## config.mk

```make
export PLATFORM = sky130hd
export DESIGN_NAME = pose_frame_deframer_top_flat
export DESIGN_NICKNAME = d
export VERILOG_FILES = /design/src/rtl/pfd_pkg.sv /design/src/rtl/pfd_if.sv /design/src/rtl/pfd_cell.sv /design/src/rtl/pfd_ctrl.sv /design/src/rtl/pose_frame_deframer_top.sv /design/src/flat_wrapper.sv
export SDC_FILE = /design/constraint.sdc
export NUM_CORES = 1
export LEC_CHECK = 0
export BUFFER_PORTS_ARGS = -buffer_cell sky130_fd_sc_hd__clkbuf_2
export CORE_MARGIN = 1.5
export CORE_UTILIZATION = 61
export CTS_CLUSTER_SIZE = 10
export DETAILED_ROUTE_END_ITERATION = 10
export HOLD_SLACK_MARGIN = 0.02
export PLACE_DENSITY = 0.83
export RECOVER_POWER = 100
export SETUP_SLACK_MARGIN = 0.5
export SKIP_CTS_REPAIR_TIMING = 1
export SYNTH_ARGS = -nofsm -noshare
export SYNTH_HDL_FRONTEND = slang
export SYNTH_SLANG_ARGS = --single-unit
```

## constraint.sdc

```tcl
create_clock -name clk -period 12.3 [get_ports clk]
set_input_delay 0.615 -clock clk [delete_from_list [all_inputs] [get_ports clk]]
set_output_delay 0.615 -clock clk [all_outputs]
set_load 0.05 [all_outputs]
```

## src/rtl/pfd_pkg.sv

```systemverilog
`default_nettype none
package pfd_pkg;

  localparam int unsigned BYTE_W            = 8;
  localparam int unsigned WORD_W            = 32;
  localparam int unsigned PAYLOAD_BYTES_DEF = 24;

  localparam logic [BYTE_W-1:0] HDR_FIRST  = 8'h0D;
  localparam logic [BYTE_W-1:0] HDR_SECOND = 8'h0A;
  localparam logic [BYTE_W-1:0] TRL_FIRST  = 8'h0A;
  localparam logic [BYTE_W-1:0] TRL_SECOND = 8'h0D;
  localparam logic [WORD_W-1:0] SIGN_BIT   = 32'h8000_0000;

  typedef enum logic [4:0] {
    PH_IDLE = 5'b00001,
    PH_HDR2 = 5'b00010,
    PH_DATA = 5'b00100,
    PH_TRL1 = 5'b01000,
    PH_TRL2 = 5'b10000
  } phase_t;

  typedef struct packed {
    logic shift;
    logic emit;
  } pfd_ctrl_t;

endpackage
`default_nettype wire

```

## src/rtl/pfd_if.sv

```systemverilog
`default_nettype none
interface pfd_in_if;
  logic                       valid;
  logic                       ready;
  logic [pfd_pkg::BYTE_W-1:0] rx_byte;

  modport source (output valid, output rx_byte, input ready);
  modport sink (input valid, input rx_byte, output ready);
endinterface

interface pfd_out_if;
  logic                       valid;
  logic                       ready;
  logic [pfd_pkg::WORD_W-1:0] heading_bits;
  logic [pfd_pkg::WORD_W-1:0] forward_bits;
  logic [pfd_pkg::WORD_W-1:0] left_bits;

  modport source (output valid, output heading_bits, output forward_bits,
                  output left_bits, input ready);
  modport sink (input valid, input heading_bits, input forward_bits,
                input left_bits, output ready);
endinterface
`default_nettype wire

```

## src/rtl/pfd_cell.sv

```systemverilog
`default_nettype none
module pfd_cell (
  input  wire logic                       clk,
  input  wire logic                       shift,
  input  wire logic [pfd_pkg::BYTE_W-1:0] data_in,
  output logic      [pfd_pkg::BYTE_W-1:0] data_out
);

  logic [pfd_pkg::BYTE_W-1:0] data_r;

  always_ff @(posedge clk) begin
    if (shift) begin
      data_r <= data_in;
    end
  end

  assign data_out = data_r;

endmodule
`default_nettype wire

```

## src/rtl/pfd_ctrl.sv

```systemverilog
`default_nettype none
module pfd_ctrl #(
  parameter int unsigned PAYLOAD_BYTES = pfd_pkg::PAYLOAD_BYTES_DEF
) (
  input  wire logic                       clk,
  input  wire logic                       rst_n,
  input  wire logic                       in_valid,
  input  wire logic [pfd_pkg::BYTE_W-1:0] rx_byte,
  input  wire logic                       out_full,
  output logic                            in_ready,
  output pfd_pkg::pfd_ctrl_t              ctl
);

  localparam int unsigned IDX_W = $clog2(PAYLOAD_BYTES);
  localparam logic [IDX_W-1:0] IDX_LAST = IDX_W'(PAYLOAD_BYTES - 1);

  pfd_pkg::phase_t phase_r, phase_nxt;
  logic [IDX_W-1:0] idx_r, idx_nxt;
  logic             acc;

  always_comb begin
    in_ready  = !((phase_r == pfd_pkg::PH_TRL2) && out_full);
    acc       = in_valid && in_ready;
    phase_nxt = phase_r;
    idx_nxt   = idx_r;
    ctl.shift = 1'b0;
    ctl.emit  = 1'b0;
    if (acc) begin
      unique case (phase_r)
        pfd_pkg::PH_IDLE: begin
          phase_nxt = (rx_byte == pfd_pkg::HDR_FIRST) ? pfd_pkg::PH_HDR2 : pfd_pkg::PH_IDLE;
        end
        pfd_pkg::PH_HDR2: begin
          if (rx_byte == pfd_pkg::HDR_SECOND) begin
            idx_nxt   = '0;
            phase_nxt = pfd_pkg::PH_DATA;
          end else if (rx_byte != pfd_pkg::HDR_FIRST) begin
            phase_nxt = pfd_pkg::PH_IDLE;
          end
        end
        pfd_pkg::PH_DATA: begin
          ctl.shift = 1'b1;
          if (idx_r == IDX_LAST) begin
            idx_nxt   = '0;
            phase_nxt = pfd_pkg::PH_TRL1;
          end else begin
            idx_nxt = idx_r + 1'b1;
          end
        end
        pfd_pkg::PH_TRL1: begin
          phase_nxt = (rx_byte == pfd_pkg::TRL_FIRST) ? pfd_pkg::PH_TRL2 : pfd_pkg::PH_IDLE;
        end
        pfd_pkg::PH_TRL2: begin
          ctl.emit  = (rx_byte == pfd_pkg::TRL_SECOND);
          phase_nxt = pfd_pkg::PH_IDLE;
        end
        default: begin
          phase_nxt = pfd_pkg::PH_IDLE;
        end
      endcase
    end
  end

  always_ff @(posedge clk) begin
    if (!rst_n) begin
      phase_r <= pfd_pkg::PH_IDLE;
      idx_r   <= '0;
    end else begin
      phase_r <= phase_nxt;
      idx_r   <= idx_nxt;
    end
  end

endmodule
`default_nettype wire

```

## src/rtl/pose_frame_deframer_top.sv

```systemverilog
// A result is registered on the transfer of the final trailer byte and presented in the next cycle.
// Throughput: one byte per cycle when not stalled, with a result held in the output register meanwhile.
// Input stalls only when the last trailer byte arrives while an earlier result is untaken.
// Reset (synchronous, active low) clears the parser phase, the byte counter and output valid.
// The payload shift cells are not reset; every cell is refilled before a frame completes.
`default_nettype none
module pose_frame_deframer_top #(
  parameter int unsigned PAYLOAD_BYTES = pfd_pkg::PAYLOAD_BYTES_DEF
) (
  input wire logic  clk,
  input wire logic  rst_n,
  pfd_in_if.sink    in_ch,
  pfd_out_if.source out_ch
);

  localparam int unsigned W0_BASE = PAYLOAD_BYTES - 4;
  localparam int unsigned W3_BASE = PAYLOAD_BYTES - 16;
  localparam int unsigned W4_BASE = PAYLOAD_BYTES - 20;

  pfd_pkg::pfd_ctrl_t         ctl;
  logic                       out_valid_r;
  logic [pfd_pkg::WORD_W-1:0] heading_r;
  logic [pfd_pkg::WORD_W-1:0] forward_r;
  logic [pfd_pkg::WORD_W-1:0] left_r;
  logic [pfd_pkg::BYTE_W-1:0] cell_q [PAYLOAD_BYTES];
  logic [pfd_pkg::WORD_W-1:0] word0, word3, word4;

  pfd_ctrl #(
    .PAYLOAD_BYTES(PAYLOAD_BYTES)
  ) u_ctrl (
    .clk      (clk),
    .rst_n    (rst_n),
    .in_valid (in_ch.valid),
    .rx_byte  (in_ch.rx_byte),
    .out_full (out_valid_r && !out_ch.ready),
    .in_ready (in_ch.ready),
    .ctl      (ctl)
  );

  // The newest payload byte enters cell 0, so payload byte k ends in the last cell minus k.
  for (genvar i = 0; i < PAYLOAD_BYTES; i++) begin : g_cell
    if (i == 0) begin : g_head
      pfd_cell u_cell (
        .clk      (clk),
        .shift    (ctl.shift),
        .data_in  (in_ch.rx_byte),
        .data_out (cell_q[i])
      );
    end else begin : g_body
      pfd_cell u_cell (
        .clk      (clk),
        .shift    (ctl.shift),
        .data_in  (cell_q[i-1]),
        .data_out (cell_q[i])
      );
    end
  end

  assign word0 = {cell_q[W0_BASE], cell_q[W0_BASE+1], cell_q[W0_BASE+2], cell_q[W0_BASE+3]};
  assign word3 = {cell_q[W3_BASE], cell_q[W3_BASE+1], cell_q[W3_BASE+2], cell_q[W3_BASE+3]};
  assign word4 = {cell_q[W4_BASE], cell_q[W4_BASE+1], cell_q[W4_BASE+2], cell_q[W4_BASE+3]};

  always_ff @(posedge clk) begin
    if (!rst_n) begin
      out_valid_r <= 1'b0;
    end else if (ctl.emit) begin
      out_valid_r <= 1'b1;
    end else if (out_ch.ready) begin
      out_valid_r <= 1'b0;
    end
  end

  always_ff @(posedge clk) begin
    if (ctl.emit) begin
      heading_r <= word0;
      forward_r <= word4;
      left_r    <= word3 ^ pfd_pkg::SIGN_BIT;
    end
  end

  assign out_ch.valid        = out_valid_r;
  assign out_ch.heading_bits = heading_r;
  assign out_ch.forward_bits = forward_r;
  assign out_ch.left_bits    = left_r;

endmodule
`default_nettype wire

```

## src/flat_wrapper.sv

```systemverilog
// flat-port wrapper written by rule: the top's interface ports become plain ports
module pose_frame_deframer_top_flat 
#(
  parameter int unsigned PAYLOAD_BYTES = pfd_pkg::PAYLOAD_BYTES_DEF
)
  (clk, rst_n, in_ch_valid, in_ch_rx_byte, in_ch_ready, out_ch_valid, out_ch_heading_bits, out_ch_forward_bits, out_ch_left_bits, out_ch_ready);
  pfd_in_if in_ch_i ();
  pfd_out_if out_ch_i ();
  input wire logic clk;
  input wire logic rst_n;
  input wire logic [$bits(in_ch_i.valid)-1:0] in_ch_valid;
  input wire logic [$bits(in_ch_i.rx_byte)-1:0] in_ch_rx_byte;
  output wire logic [$bits(in_ch_i.ready)-1:0] in_ch_ready;
  output wire logic [$bits(out_ch_i.valid)-1:0] out_ch_valid;
  output wire logic [$bits(out_ch_i.heading_bits)-1:0] out_ch_heading_bits;
  output wire logic [$bits(out_ch_i.forward_bits)-1:0] out_ch_forward_bits;
  output wire logic [$bits(out_ch_i.left_bits)-1:0] out_ch_left_bits;
  input wire logic [$bits(out_ch_i.ready)-1:0] out_ch_ready;
  assign in_ch_i.valid = in_ch_valid;
  assign in_ch_i.rx_byte = in_ch_rx_byte;
  assign in_ch_ready = in_ch_i.ready;
  assign out_ch_valid = out_ch_i.valid;
  assign out_ch_heading_bits = out_ch_i.heading_bits;
  assign out_ch_forward_bits = out_ch_i.forward_bits;
  assign out_ch_left_bits = out_ch_i.left_bits;
  assign out_ch_i.ready = out_ch_ready;
  pose_frame_deframer_top #(.PAYLOAD_BYTES(PAYLOAD_BYTES)) u_core (.clk(clk), .rst_n(rst_n), .in_ch(in_ch_i), .out_ch(out_ch_i));
endmodule
```

==> out/summary.txt <==
Status: finished, violations left
Violated checks: capacitance limit, slew limit
Count of final setup violators: 0
Setup tns final: 0 ps
FILL cells: 915
Worst-Skew Late Latency: 480 ps
Post-synth ARST share: 0%
Synth Net Count: 396
Startpoint Class: flip-flop
R2r setup slk: 6030 ps
Signal arrival time at the worst endpoint: 6610 ps
Number of flops mapped to enable cells by yosys: 288
Leak: 0.00344 uW
Final Max Slew Viols: 200
Clock Pin Slew Worst Setup and Hold Paths: 50 ps
Switch Pwr: 343 uW
Synth top area share: 91.6%
Max Freq: 160 MHz
Crit share post-route: 51.0%
Yosys reg bits: 299
Rows: 45
Worst Hold End: u_core.g_cell[0].g_head.u_cell.data_out[5]
Final std cell area, no fill: 0.0110 mm2
Root Buffer: clkbuf_16
Count leader, synth: edfxtp_1
Max_cap viols: 2
Primary FF master, synth: edfxtp_1
Port Buffers: 109
Placed instance area: 0.0102 mm2
Starting Density: 62.3%
H-tree levels: 2
Routability cong.: 0.808
Initial antenna violation count: 0
Boundary pin count: 110
HP Start: in_ch_rx_byte[5]
Share of total power in the clock network: 44.4%
DR iter-0 viols: 360
Pin count of the biggest net entering global routing: 103
GR Util All Layers: 16.7%
Worst Setup End Kind: flip-flop
Required @ worst endpoint: 12640 ps
CP Class: reg -> reg
Hold WC Path Type: in -> reg
DRT Wirelength: 13.3 mm
Least-Margin Pin Slew: 5230 ps
ANT cells: 0
Worst flop-to-flop path endpoint: u_core.u_ctrl.idx_r[1]
RSZ-0062 raised after global routing: no
CTS sink count: 299
Sequential share of power: 55.4%
Fin Clk Skew: 10.9 ps
Die area: 0.0162 mm2
Fin crit period: 6270 ps
Ranking of synthesized cells by area: edfxtp_1, dfxtp_1, nand2_1
Sw frac: 17.3%
Layout cells sized above 1: 8.32%
# DRC: 0
Cell variety after synth: 41
Worst r2r src: u_core.u_ctrl.phase_r[3]
Comb power frac: 0.3%
Rel. slew slack: -249%
TritonCTS clock tree: built
Die Height: 127 um
Die width: 127 um
Worst reg2reg path depth: 6
Avg WL per Cell: 18.3 um
CTS buffer count: 35
Power per Cell Area: 180 mW/mm2
Most frequent cells after synthesis: edfxtp_1, nand2_1, dfxtp_1
Pint: 1640 uW
Final net count: 541
Remaining antenna violation count: 0
Worst Path Max Fanout: 102
Final Hold Viols: 0
Core Box Area: 0.0151 mm2
Remaining Overflow, GRT: 0
First-pass iteration count of the detailed router: 5
Routed vias/inst: 5.43
Post-synthesis average cell area: 24.6 um2
P&R area growth vs syn: 16.6%
Synth area leader: edfxtp_1
Vias: 3956
CTS Buffer Depth: 3
Vias in the first global route: 3878
Post-Syn Instances: 383
First-pass GRT wire length: 20.7 mm
Mapped cell area: 0.00944 mm2
HPWL Detailed: 7.26 mm
Maximum VDD drop: 0.0000900 V
Sequential area share after synthesis: 93.9%
Hold depth: 1
Ys Warns: 0
[sequential cells by signal, indices dropped and copies added (netlist names)]
register                              cells
u_core.out_ch.valid                       1
u_core.u_ctrl.phase_r                     5
u_core.out_ch.left_bits                  32
u_core.out_ch.heading_bits               32
u_core.g_cell.g_body.u_cell.data_out    184
u_core.g_cell.g_head.u_cell.data_out      8
u_core.out_ch.forward_bits               32
u_core.u_ctrl.idx_r                       5
[power by group through the flow]
stage / registers (uW) / logic, uW / clock network, uW
finish: 1100 / 5.16 / 882
global route: 1100 / 5.71 / 946
CTS: 1100 / 6.37 / 904
detailed placement: 1120 / 6.40 / 0
global placement: 1120 / 5.90 / 0
floorplan: 1120 / 3.09 / 0
[worst max-delay path by stage]
stage / end / slack, ps / start / depth (start not counted)
global route: u_core.u_ctrl.idx_r[1] / 5350 / u_core.u_ctrl.phase_r[1] / 6
detailed placement: u_core.out_ch.heading_bits[20] / 9080 / in_ch_rx_byte[6] / 6
CTS: u_core.g_cell[21].g_body.u_cell.data_out[6] / 9280 / u_core.u_ctrl.phase_r[1] / 4
finish: u_core.u_ctrl.idx_r[1] / 6030 / u_core.u_ctrl.phase_r[3] / 6
floorplan: u_core.out_ch.forward_bits[0] / 6250 / in_ch_rx_byte[6] / 4
global placement: u_core.out_ch.heading_bits[12] / 9210 / in_ch_rx_byte[6] / 6
[routing by layer]
metal,track usage (%),part of all wire (%)
met2,26.0,49
met5,0,0
met3,4.77,6.4
met4,5.21,1.8
met1,23.5,43
[metrics by stage]
stage	utilization [%]	hold slack, ps	setup WS, ps	total power [uW]	instances
after global placement	67.6	401	9210	1130	679
after CTS	74.0	316	9280	2010	729
after global routing	72.7	317	5350	2050	729
final	72.7	338	6030	1990	729
after floorplan	-	400	6250	1120	383
after detailed placement	67.6	405	9080	1130	679
[cell type report]
| class | count | area, um2 | area share (%) |
|---|---|---|---|
| clock buffers | 50 | 975 | 8.85 |
| inverters | 3 | 12.5 | 0.114 |
| multi-input cells | 78 | 494 | 4.49 |
| flip-flops and latches | 299 | 8870 | 80.6 |
| well taps | 188 | 235 | 2.14 |
| repair buffers | 111 | 424 | 3.85 |
[cell families (layout without fill, tap and decap cells)]
kind of cell	Yosys count	after routing	synth area share (%)
compound gates	24	24	1.92
xor+xnor	1	1	0.0928
fa+ha+maj	1	1	0.133
buf+inv	6	164	0.331
flops	299	299	93.9
mux	1	1	0.106
simple gates	51	51	3.47
[cell usage in the layout, fill, tap and decap left out, types with 5 or more instances in the layout]
master and instances:
clkbuf_16 37, clkbuf_1 120, nand2_1 12, dfxtp_1 11, nor2_1 6, o21ai_0 6, edfxtp_1 288, nand3_1 5
nor3_1 5
[worst max-delay path: stages (launching register included)]
cell	delay [ps]
dfxtp_1	540
nor2_1	140
nand4_1	200
clkinvlp_2	3160
buf_4	1620
nand3_1	230
o21ai_0	120
No activity file was read; power rests on OpenSTA's default activity.
